[config.mk]
export PLATFORM = sky130hd
export DESIGN_NAME = primality_test_64bit_unit
export DESIGN_NICKNAME = d
export VERILOG_FILES = /design/src/hw/rtl/pt64_pkg.sv /design/src/hw/rtl/pt64_mulmod.sv /design/src/hw/rtl/pt64_dp.sv /design/src/hw/rtl/pt64_ctrl.sv /design/src/hw/rtl/primality_test_64bit_unit.sv
export SDC_FILE = /design/constraint.sdc
export NUM_CORES = 2
export LEC_CHECK = 0
export BUFFER_PORTS_ARGS = -buffer_cell sky130_fd_sc_hd__buf_4
export CAP_MARGIN = 10
export CORE_UTILIZATION = 65
export DETAILED_ROUTE_END_ITERATION = 7
export PLACE_DENSITY = 0.82
export SLEW_MARGIN = 10
export SYNTH_ARGS = -nofsm -noshare
export SYNTH_HDL_FRONTEND = slang
export SYNTH_SLANG_ARGS = --single-unit
[constraint.sdc]
create_clock -name clk -period 11.1 [get_ports clk]
set_input_delay 2.22 -clock clk [delete_from_list [all_inputs] [get_ports clk]]
set_output_delay 2.22 -clock clk [all_outputs]
set_load 0.05 [all_outputs]
[src/hw/rtl/pt64_pkg.sv]
package pt64_pkg;

	localparam int NumBases = 7;
	localparam int BaseW = 31;

	localparam logic [BaseW-1:0] BASES [NumBases] = '{
		31'd2, 31'd325, 31'd9375, 31'd28178, 31'd450775, 31'd9780504, 31'd1795265022
	};

	localparam logic [1:0] SEL_RED = 2'd0;
	localparam logic [1:0] SEL_SQ  = 2'd1;
	localparam logic [1:0] SEL_MUL = 2'd2;

	typedef struct packed {
		logic       load;
		logic       strip;
		logic       mul_go;
		logic [1:0] mul_sel;
		logic       wr_a;
		logic       wr_r;
		logic       r_one;
		logic       bit_dec;
		logic       k_inc;
		logic       sq_init;
		logic       sq_dec;
	} cmd_t;

	typedef struct packed {
		logic neg;
		logic le1;
		logic even;
		logic is2;
		logic is3;
		logic d_even;
		logic mul_done;
		logic a_zero;
		logic r_one;
		logic r_nm1;
		logic dbit;
		logic bit_last;
		logic k_last;
		logic sq_more;
	} stat_t;

endpackage

[src/hw/rtl/pt64_mulmod.sv]
module pt64_mulmod import pt64_pkg::*; (
	input  logic        clk,
	input  logic        arst_n,
	input  logic        go,
	input  logic [63:0] x,
	input  logic [63:0] y,
	input  logic [63:0] m,
	output logic        done,
	output logic [63:0] res
);

	logic        busy_q;
	logic        done_q;
	logic [5:0]  cnt_q;
	logic [63:0] acc_q;
	logic [63:0] x_q;
	logic [63:0] y_q;
	logic [63:0] m_q;
	logic [63:0] t0;
	logic [63:0] t1;
	logic [63:0] t2;

	always_comb begin
		t0 = {acc_q[62:0], 1'b0};
		if (t0 >= m_q) t0 = t0 - m_q;
		t1 = t0 + x_q;
		if (t1 >= m_q) t1 = t1 - m_q;
		t2 = y_q[63] ? t1 : t0;
	end

	always_ff @(posedge clk or negedge arst_n) begin
		if (!arst_n) begin
			busy_q <= 1'b0;
			done_q <= 1'b0;
			cnt_q  <= '0;
		end else begin
			done_q <= 1'b0;
			if (go) begin
				busy_q <= 1'b1;
				cnt_q  <= '0;
			end else if (busy_q) begin
				cnt_q <= cnt_q + 6'd1;
				if (cnt_q == 6'd63) begin
					busy_q <= 1'b0;
					done_q <= 1'b1;
				end
			end
		end
	end

	always_ff @(posedge clk) begin
		if (go) begin
			acc_q <= '0;
			x_q   <= x;
			y_q   <= y;
			m_q   <= m;
		end else if (busy_q) begin
			acc_q <= t2;
			y_q   <= {y_q[62:0], 1'b0};
		end
	end

	assign done = done_q;
	assign res  = acc_q;

endmodule

[src/hw/rtl/pt64_dp.sv]
module pt64_dp import pt64_pkg::*; (
	input  logic        clk,
	input  logic        arst_n,
	input  cmd_t        cmd,
	input  logic [63:0] candidate,
	output stat_t       st
);

	logic [63:0] n_q;
	logic [63:0] d_q;
	logic [5:0]  s_q;
	logic [2:0]  k_q;
	logic [5:0]  bit_q;
	logic [5:0]  sq_q;
	logic [63:0] a_q;
	logic [63:0] r_q;
	logic [63:0] nm1;
	logic [63:0] mx;
	logic [63:0] my;
	logic        mdone;
	logic [63:0] mres;

	assign nm1 = n_q - 64'd1;

	always_comb begin
		mx = r_q;
		my = r_q;
		case (cmd.mul_sel)
			SEL_RED: begin
				mx = 64'd1;
				my = {{(64-BaseW){1'b0}}, BASES[k_q]};
			end
			SEL_SQ:  my = r_q;
			SEL_MUL: my = a_q;
			default: my = r_q;
		endcase
	end

	pt64_mulmod u_mul (
		.clk    (clk),
		.arst_n (arst_n),
		.go     (cmd.mul_go),
		.x      (mx),
		.y      (my),
		.m      (n_q),
		.done   (mdone),
		.res    (mres)
	);

	always_ff @(posedge clk) begin
		if (cmd.load) begin
			n_q <= candidate;
			d_q <= candidate - 64'd1;
			s_q <= '0;
			k_q <= '0;
		end
		if (cmd.strip) begin
			d_q <= {1'b0, d_q[63:1]};
			s_q <= s_q + 6'd1;
		end
		if (cmd.k_inc) k_q <= k_q + 3'd1;
		if (cmd.wr_a) a_q <= mres;
		if (cmd.wr_r) r_q <= mres;
		if (cmd.r_one) begin
			r_q   <= 64'd1;
			bit_q <= 6'd63;
		end
		if (cmd.bit_dec) bit_q <= bit_q - 6'd1;
		if (cmd.sq_init) sq_q <= s_q;
		if (cmd.sq_dec) sq_q <= sq_q - 6'd1;
	end

	always_comb begin
		st.neg      = n_q[63];
		st.le1      = n_q <= 64'd1;
		st.even     = !n_q[0];
		st.is2      = n_q == 64'd2;
		st.is3      = n_q == 64'd3;
		st.d_even   = !d_q[0];
		st.mul_done = mdone;
		st.a_zero   = a_q == 64'd0;
		st.r_one    = r_q == 64'd1;
		st.r_nm1    = r_q == nm1;
		st.dbit     = d_q[bit_q];
		st.bit_last = bit_q == 6'd0;
		st.k_last   = k_q == 3'(NumBases - 1);
		st.sq_more  = sq_q > 6'd1;
	end

endmodule

[src/hw/rtl/pt64_ctrl.sv]
module pt64_ctrl import pt64_pkg::*; (
	input  logic  clk,
	input  logic  arst_n,
	input  logic  in_valid,
	output logic  in_stall,
	output logic  out_valid,
	input  logic  out_stall,
	output logic  is_prime,
	input  stat_t st,
	output cmd_t  cmd
);

	localparam logic [3:0] ST_IDLE    = 4'd0;
	localparam logic [3:0] ST_CLASS   = 4'd1;
	localparam logic [3:0] ST_STRIP   = 4'd2;
	localparam logic [3:0] ST_RED_GO  = 4'd3;
	localparam logic [3:0] ST_RED_W   = 4'd4;
	localparam logic [3:0] ST_RED_CHK = 4'd5;
	localparam logic [3:0] ST_PSQ_GO  = 4'd6;
	localparam logic [3:0] ST_PSQ_W   = 4'd7;
	localparam logic [3:0] ST_PBIT    = 4'd8;
	localparam logic [3:0] ST_PMUL_W  = 4'd9;
	localparam logic [3:0] ST_PEND    = 4'd10;
	localparam logic [3:0] ST_CHK1    = 4'd11;
	localparam logic [3:0] ST_SQ_CHK  = 4'd12;
	localparam logic [3:0] ST_SQ_W    = 4'd13;
	localparam logic [3:0] ST_NEXT    = 4'd14;
	localparam logic [3:0] ST_DONE    = 4'd15;

	logic [3:0] state_q;
	logic [3:0] state_d;
	logic       res_q;
	logic       res_d;
	logic       out_valid_q;
	logic       is_prime_q;
	logic       accept;

	assign in_stall = state_q != ST_IDLE;
	assign accept   = in_valid && !in_stall;

	always_comb begin
		cmd     = '0;
		state_d = state_q;
		res_d   = res_q;
		case (state_q)
			ST_IDLE: if (accept) begin
				cmd.load = 1'b1;
				state_d  = ST_CLASS;
			end
			ST_CLASS: begin
				if (st.neg || st.le1) begin
					res_d = 1'b0; state_d = ST_DONE;
				end else if (st.even) begin
					res_d = st.is2; state_d = ST_DONE;
				end else if (st.is3) begin
					res_d = 1'b1; state_d = ST_DONE;
				end else state_d = ST_STRIP;
			end
			ST_STRIP: begin
				if (st.d_even) cmd.strip = 1'b1;
				else state_d = ST_RED_GO;
			end
			ST_RED_GO: begin
				cmd.mul_go = 1'b1; cmd.mul_sel = SEL_RED; state_d = ST_RED_W;
			end
			ST_RED_W: if (st.mul_done) begin
				cmd.wr_a = 1'b1; state_d = ST_RED_CHK;
			end
			ST_RED_CHK: begin
				if (st.a_zero) state_d = ST_NEXT;
				else begin
					cmd.r_one = 1'b1; state_d = ST_PSQ_GO;
				end
			end
			ST_PSQ_GO: begin
				cmd.mul_go = 1'b1; cmd.mul_sel = SEL_SQ; state_d = ST_PSQ_W;
			end
			ST_PSQ_W: if (st.mul_done) begin
				cmd.wr_r = 1'b1; state_d = ST_PBIT;
			end
			ST_PBIT: begin
				if (st.dbit) begin
					cmd.mul_go = 1'b1; cmd.mul_sel = SEL_MUL; state_d = ST_PMUL_W;
				end else state_d = ST_PEND;
			end
			ST_PMUL_W: if (st.mul_done) begin
				cmd.wr_r = 1'b1; state_d = ST_PEND;
			end
			ST_PEND: begin
				if (st.bit_last) state_d = ST_CHK1;
				else begin
					cmd.bit_dec = 1'b1; state_d = ST_PSQ_GO;
				end
			end
			ST_CHK1: begin
				if (st.r_one || st.r_nm1) state_d = ST_NEXT;
				else begin
					cmd.sq_init = 1'b1; state_d = ST_SQ_CHK;
				end
			end
			ST_SQ_CHK: begin
				if (st.r_nm1) state_d = ST_NEXT;
				else if (st.sq_more) begin
					cmd.mul_go = 1'b1; cmd.mul_sel = SEL_SQ; cmd.sq_dec = 1'b1;
					state_d = ST_SQ_W;
				end else begin
					res_d = 1'b0; state_d = ST_DONE;
				end
			end
			ST_SQ_W: if (st.mul_done) begin
				cmd.wr_r = 1'b1; state_d = ST_SQ_CHK;
			end
			ST_NEXT: begin
				if (st.k_last) begin
					res_d = 1'b1; state_d = ST_DONE;
				end else begin
					cmd.k_inc = 1'b1; state_d = ST_RED_GO;
				end
			end
			ST_DONE: if (!out_valid_q || !out_stall) state_d = ST_IDLE;
			default: state_d = ST_IDLE;
		endcase
	end

	always_ff @(posedge clk or negedge arst_n) begin
		if (!arst_n) begin
			state_q     <= ST_IDLE;
			res_q       <= 1'b0;
			out_valid_q <= 1'b0;
		end else begin
			state_q <= state_d;
			res_q   <= res_d;
			if (state_q == ST_DONE && (!out_valid_q || !out_stall)) out_valid_q <= 1'b1;
			else if (out_valid_q && !out_stall) out_valid_q <= 1'b0;
		end
	end

	always_ff @(posedge clk) begin
		if (state_q == ST_DONE && (!out_valid_q || !out_stall)) is_prime_q <= res_q;
	end

	assign out_valid = out_valid_q;
	assign is_prime  = is_prime_q;

	a_accept_class: assert property (@(posedge clk) disable iff (!arst_n)
		accept |=> state_q == ST_CLASS)
		else $error("request accepted but controller did not start");

	a_done_in_wait: assert property (@(posedge clk) disable iff (!arst_n)
		st.mul_done |-> (state_q == ST_RED_W || state_q == ST_PSQ_W ||
			state_q == ST_PMUL_W || state_q == ST_SQ_W))
		else $error("multiplier finished outside a wait state");

	a_done_emits: assert property (@(posedge clk) disable iff (!arst_n)
		(state_q == ST_DONE && !out_valid_q) |=> out_valid_q)
		else $error("result not presented");

endmodule

[src/hw/rtl/primality_test_64bit_unit.sv]
// Deterministic Miller-Rabin test with bases 2, 325, 9375, 28178, 450775,
// 9780504, 1795265022: is_prime is exact for every signed 64-bit candidate.
// One request at a time. Negative, zero, one, even values and three are settled
// in the classify state. Other values run on one shift-and-add modular multiplier;
// each base costs one reduction, 64 squarings, one multiply per set bit of d, and
// up to s-1 further squarings (n-1 = d*2^s).
// A finished result waits in an output register while the next request is taken.
module primality_test_64bit_unit import pt64_pkg::*; (
	input  logic        clk,
	input  logic        arst_n,
	input  logic        in_valid,
	output logic        in_stall,
	input  logic signed [63:0] candidate,
	output logic        out_valid,
	input  logic        out_stall,
	output logic        is_prime
);

	cmd_t  cmd;
	stat_t st;

	pt64_ctrl u_ctrl (
		.clk       (clk),
		.arst_n    (arst_n),
		.in_valid  (in_valid),
		.in_stall  (in_stall),
		.out_valid (out_valid),
		.out_stall (out_stall),
		.is_prime  (is_prime),
		.st        (st),
		.cmd       (cmd)
	);

	pt64_dp u_dp (
		.clk       (clk),
		.arst_n    (arst_n),
		.cmd       (cmd),
		.candidate (candidate),
		.st        (st)
	);

endmodule

## Word-level counts from Yosys, hierarchy flattened

Memories as Yosys holds them, arrays and structs flattened.
Cells that the tools add are included.

| storage, ports and cells | value |
|---|---|
| bits in registers | 548 |
| bits in latches | 0 |
| RAM bits | 0 |
| bits in read-only memories | 248 |
| memories | 1 |

| operators by class | value |
|---|---|
| add/subtract/negate cells | 10 |
| $mul | 0 |
| divide/modulo/power cells | 0 |
| order comparisons | 6 |
| eq/ne operators | 33 |
| shift-type cells | 0 |
| mux-type cells | 77 |
| bitwise gates (word level) | 1 |
| reductions and logical operators | 24 |

Memories:

| memory | depth | bits a word | read ports | clocked after Yosys merged registers in | write ports | RTL line | text |
|---|---|---|---|---|---|---|---|
| (name not given) | 8 | 31 | 1 | 0 | 0 | pt64_dp.sv:31 | `my = {{(64-BaseW){1'b0}}, BASES[k_q]};` |

Operators with widths:

| cell | count |
|---|---|
| $mux 64 | 5 |
| $eq 64x2->1 const B | 2 |
| $ge 64x64->1 | 2 |
| $pmux 64 s2 | 1 |
| $sub 64x1->64 const B | 2 |
| $sub 64x64->64 | 2 |
| $mux 63 | 2 |
| $add 64x64->64 | 1 |
| $eq 64x1->1 const B | 1 |
| $eq 64x64->1 | 1 |
| $le 64x1->1 const B | 1 |
| $logic_not 64->1 | 1 |
| $pmux 4 s16 | 1 |
| $mux 31 | 2 |
| $mux 4 | 14 |
| $mux 6 | 8 |
| $mux 1 | 33 |
| $eq 4x4->1 const B | 8 |
| $eq 4x3->1 const B | 4 |
| $mux 3 | 5 |
| $ne 2x1->1 const B | 7 |
| $add 6x1->6 const B | 2 |
| $pmux 3 s4 | 1 |
| $reduce_bool 2->1 | 6 |
| 27 further kinds | 39 |

## Logic depth before layout (Yosys ltp)

| logic depth | value |
|---|---|
| depth in word-level cells | 7 |
| depth in mapped cells | 43 |
| gate-level depth less buffers | 38 |

## Hierarchy

Synthesis repeated with hierarchy kept, for this count alone.

| second synthesis, totals | value |
|---|---|
| cell total of the unflattened synthesis | 4109 |
| area, all modules | 38622.0 um^2 |

Modules (own cells, without submodules):

| module | instances | cells each | area an instance (um^2) |
|---|---|---|---|
| pt64_mulmod | 1 | 2524 | 22286.4 |
| pt64_dp | 1 | 1489 | 15564.9 |
| pt64_ctrl | 1 | 96 | 770.7 |

## Worst setup path after synthesis

OpenSTA, ideal clock, no wires.

| path | value |
|---|---|
| path type | reg-to-reg |
| start point | reg u_dp.u_mul.m_q[0] |
| end point | reg u_dp.u_mul.acc_q[46], in the netlist u_dp.u_mul.res[46] |
| data arrival time | 8054 ps |
| data required time | 10784 ps |
| path slack | 2730 ps |
| cell stages (with the launch flop) | 37 |
| period minus slack after synthesis | 8370 ps |
| path through | edfxtp_1 > inv_1 > fa_1 > a211oi_1 > o211ai_1 > a21oi_1 > o31ai_1 > a211oi_1 > o2111ai_1 > nand2_1 > clkbuf_1 > clkbuf_1 > nand2_1 > o21ai_0 > ha_1 > and3_1 > and4_1 > a31oi_1 > a21oi_1 > nor2b_1 > o21ai_0 > a21o_1 > a21oi_1 > xnor2_1 > ha_1 > and4_1 > nand3_1 > or3_1 > o21bai_1 > a21o_1 > a2111oi_0 > a41oi_1 > o21ai_0 > xor2_1 > mux2_2 > a221oi_1 > nor2_1 |

| on the way | value |
|---|---|
| longest elaborated chain between the ends | 6 |
| elaborated cells between the ends (all ways) | 8 |
| those cells by class | 3 x add/sub; 2 x order compare; 3 x mux |

Ends and longest elaborated chain:

| what | RTL line | text |
|---|---|---|
| start, declared | pt64_mulmod.sv:18 | `logic [63:0] m_q;` |
| start signal, assigned | pt64_mulmod.sv:56 | `m_q <= m;` |
| $sub 64x64->64 / $ge 64x64->1 (equally long branches) | pt64_mulmod.sv:25 | `if (t0 >= m_q) t0 = t0 - m_q;` |
| $mux 64 | pt64_mulmod.sv:25 |  |
| $add 64x64->64 | pt64_mulmod.sv:26 | `t1 = t0 + x_q;` |
| $sub 64x64->64 / $ge 64x64->1 (equally long branches) | pt64_mulmod.sv:27 | `if (t1 >= m_q) t1 = t1 - m_q;` |
| $mux 64 | pt64_mulmod.sv:27 |  |
| $mux 64 (*) | pt64_mulmod.sv:28 | `t2 = y_q[63] ? t1 : t0;` |
| end signal, assigned | pt64_mulmod.sv:58 | `acc_q <= t2;` |
| end, declared | pt64_mulmod.sv:15 | `logic [63:0] acc_q;` |

Every way passes the cells marked *; elsewhere a longest branch is shown, timed or not.
A chain may end at the register's enable or synchronous reset.

## Worst setup path in the final report

| path | value |
|---|---|
| start point | reg u_dp.u_mul.m_q[0] |
| end point | reg u_dp.u_mul.acc_q[2], in the netlist u_dp.u_mul.res[2] |

Same word-level chain as after synthesis.

==> results.md <==
## Outcome
* **run status** complete, no violations

## Worst setup path
* **biggest fanout along the worst timing path** 57
* **required time worst endpoint** 11.64 ns
* **Critical Path AT** 10.98 ns
* **RR Endpoint** u_dp.u_mul.res[2]
* **endpoint of the most critical setup path** u_dp.u_mul.res[2]
* **delay contributed by the slowest stage of the critical path** 0.55 ns
* **total buffers and inverters traversed by the critical path** 2
* **critical path class** flop to flop
* **endpoint type of the worst setup path** flop
* **element type at the critical path start** flop
* **number of cell instances on the worst register-to-register path** 35
* **first element of the critical path** u_dp.u_mul.m_q[0]
* **worst reg2reg setup slack** 0.66 ns
* **launch instance of the worst register-to-register path** u_dp.u_mul.m_q[0]
* **critical path depth in cells** 35
* **top cell family by delay on the critical path** compound AO/OA/AOI/OAI gates
* **slowest library cell on the worst path** buf_4

## Die
* **Boundary Pins** 71
* **Core Region** 56820 um2
* **Horiz. Die Dim** 242.8 um
* **area of the die** 58960 um2
* **number of core rows** 87
* **Die Span Y** 242.8 um
* **initial core utilization** 66.34%

## Timing
* **post-layout min period** 10.44 ns
* **Final Slew Violations** 0
* **worst slew margin relative to its limit** 18.89%
* **hold violation total from the final report** 0
* **worst-margin pin slew** 1.186 ns
* **maximum operating frequency** 0.09581 GHz
* **Total Neg Setup Slack** 0 ns
* **final worst path period share** 94.03%
* **setup repair after global routing missed its margin** no
* **setup violators final** 0
* **final worst clock skew** 0.02208 ns

## Logic synthesis
* **proportion of register bits with asynchronous set or reset after synthesis** 2.555%
* **post-synth net total** 4467
* **number of register bits inferred by synthesis** 548
* **Ys Warns** 0
* **Post-Synthesis Cells** 4184
* **number of library cell types mapped by synthesis** 88
* **number of flops mapped to enable cells by yosys** 405
* **share of synthesized area occupied by flip-flops and latches** 40.05%
* **netlist area before placement** 37690 um2
* **dominant synthesized flop cell** edfxtp_1
* **Mapped Avg Cell Area** 9.009 um2

## Clock network
* **clk slew on worst S/H paths** 0.07 ns
* **CTS tree** built
* **TritonCTS Buffers** 55
* **worst-skew pair later-pin latency** 0.63 ns
* **clock tree buffer depth** 3
* **total clock sinks** 548
* **clk root buf** clkbuf_16
* **total setup buffers inserted after CTS** 0
* **level count of the clock H-tree** 2

## Power and ir drop
* **clock network fraction of total power** 45.9%
* **Max VDD drop** 0.1270 mV
* **cell-internal power** 0.003252 W
* **switching power** 0.0008759 W
* **share of total power in combinational logic** 1.3%
* **reported leakage power** 14.90 nW
* **proportion of total power due to net switching** 21.22%
* **power per unit of standard cell area** 101.9 nW/um2
* **share of total power in sequential cells** 52.8%

## Place
* **Post-DP Area** 38660 um2
* **post-detail-place hpwl** 93540 um
* **Port Buf Inserts** 70
* **RD Place Congestion** 1.058

## GRT
* **maximum number of pins on one net before global-route repair** 96
* **GR Overflow Total** 0
* **vias in the first global route** 30660
* **all-layer global routing usage** 41.22%
* **number of antenna violations at the first check in global routing** 0
* **wire length of the first global-routing pass** 185700 um

## Drt
* **Detailed Route Iter0 Violations** 4626
* **average via count per standard cell** 6.780
* **Routed Antenna Nets** 0
* **detail-routed net length per standard cell** 25.05 um
* **final routed DRC violation total** 0
* **drt first pass iters** 6
* **routed vias** 33490
* **Routed Wire Length** 123700 um

## Final layout
* **Layout Area Growth over Synthesis** 7.419%
* **Finished Cell Area** 40490 um2
* **layout cells sized above 1** 6.576%
* **Post-layout nets** 4418

## Min path
* **class of the worst hold path** flop to flop

## Run
* **max-cap violations** 0

[cells in the final DEF (no fill, tap or decap), types with 13 or more instances in the layout]
cell type  Yosys  final
inv_1        141    138
nand3_1       81     80
dfrtp_1       14     13
nand2b_1      29     29
ha_1         212    212
nor3_1       100    100
and2_1        19     18
nor2b_1       89     89
mux4_2        21     21
o31ai_1       28     28
xor2_1       123    123
or3_1         36     36
or4_1         27     27
a22oi_1       19     19
a31oi_1       47     47
o21ai_0      286    286
edfxtp_1     405    405
and3_1        40     37
a211oi_1      37     37
nor4_1        75     74
nand4_1       62     62
o21bai_1      31     31
a21oi_1      346    346
nand2_1      605    602
buf_4          0    101
dfxtp_1      129    129
o21a_1        25     25
nor2_1       239    237
mux2i_1       58     58
a21o_1       119    119
xnor2_1      204    204
nand3b_1      13     13
o211ai_1      94     94
clkinv_2       0     14
clkbuf_16      0     55
[per-layer routing]
metal / track usage (%) / up-vias / wire (um)
met3: 14.42 / 250 / 19070
met1: 59.67 / 15760 / 50230
li1: - / 15360 / -
met5: 0 / - / 0
met4: 15.13 / 0 / 5014
met2: 56.43 / 2121 / 49410
[cell type report]
type / count / area [um2]
multi-input combinational: 3286 / 21320
fill: 4402 / 16330
sequential: 548 / 15100
clock buffer: 75 / 1531
tap: 756 / 945.9
timing repair buffer: 101 / 758.2
inverter: 143 / 544.3
clock inverter: 29 / 289.0
antenna: 1 / 2.502
[Yosys cell counts (36+ instances only)]
cell type | count | share of area, %
nand2_1 | 605 | 6.0
edfxtp_1 | 405 | 32
a21oi_1 | 346 | 4.6
o21ai_0 | 286 | 3.8
nor2_1 | 239 | 2.4
ha_1 | 212 | 7.0
xnor2_1 | 204 | 4.7
clkbuf_1 | 182 | 1.8
inv_1 | 141 | 1.4
dfxtp_1 | 129 | 6.9
xor2_1 | 123 | 2.9
a21o_1 | 119 | 2.4
nor3_1 | 100 | 1.3
o211ai_1 | 94 | 1.9
nor2b_1 | 89 | 1.5
nand3_1 | 81 | 1.1
nor4_1 | 75 | 1.2
nand4_1 | 62 | 1.0
mux2i_1 | 58 | 1.5
a31oi_1 | 47 | 0.78
and3_1 | 40 | 0.66
a211oi_1 | 37 | 0.74
or3_1 | 36 | 0.60
[cells by family (layout without fill, tap and decap cells)]
kind of cell | Yosys count | in the layout | synth area share, %
AOI/OAI and AO/OA | 1181 | 1181 | 19.77
xor gates and xnor gates | 327 | 327 | 7.598
adders and majority gates | 215 | 215 | 7.196
buffers and inverters | 350 | 348 | 3.542
DFF | 548 | 548 | 40.05
muxes | 91 | 91 | 3.153
other | 0 | 1 | 0
and+or+nand+nor | 1472 | 1472 | 18.69
[power groups by stage]
stage,Combinational (W),Clock (W),Sequential (W)
after floorplan,0.0000166,0,0.00222
after global placement,0.0000519,0,0.00222
after detailed placement,0.0000534,0,0.00222
after CTS,0.0000539,0.00190,0.00218
after global routing,0.0000594,0.00197,0.00218
final,0.0000546,0.00190,0.00218
[sequential cells by signal (all words and copies together), names as in the netlist]
signal             cells
u_dp.s_q               6
u_dp.u_mul.busy_q      1
u_dp.k_q               3
u_dp.d_q              64
u_dp.u_mul.cnt_q       6
u_dp.sq_q              6
u_ctrl.is_prime        1
u_ctrl.out_valid       1
u_dp.u_mul.res        64
u_dp.bit_q             6
u_dp.u_mul.y_q        64
u_dp.u_mul.done        1
u_dp.r_q              64
u_dp.a_q              64
u_ctrl.res_q           1
u_dp.n_q              64
u_ctrl.state_q         4
u_dp.u_mul.x_q        64
u_dp.u_mul.m_q        64
[worst min-delay path by stage]
stage | startpoint | cells after the start | slack [ns] | to
global placement | u_ctrl.res_q | 0 | 0.46 | u_ctrl.is_prime
detailed placement | u_ctrl.res_q | 0 | 0.46 | u_ctrl.is_prime
CTS | u_ctrl.res_q | 0 | 0.47 | u_ctrl.is_prime
global route | u_ctrl.res_q | 0 | 0.50 | u_ctrl.is_prime
floorplan | u_dp.n_q[13] | 0 | 0.42 | u_dp.u_mul.m_q[13]
finish | u_ctrl.res_q | 0 | 0.47 | u_ctrl.is_prime
[what timing repair did]
item	in CTS	in global routing
hold buffers	0	0
setup endpoints to repair	0	27
resized for setup	0	1
[per-stage QoR]
step	setup WS, ns	util (%)	hold WS, ns	instances	power (W)
2_1_floorplan	2.730	-	0.4244	4184	0.002239
6_report	0.6628	71.26	0.4734	4939	0.004128
5_1_grt	0.001121	71.25	0.4958	4938	0.004206
4_1_cts	0.7581	71.24	0.4731	4938	0.004127
3_5_place_dp	0.8153	68.04	0.4599	4834	0.002275
3_3_place_gp	0.8552	68.04	0.4585	4834	0.002274
Note: power is estimated with default switching activity, not from simulation.
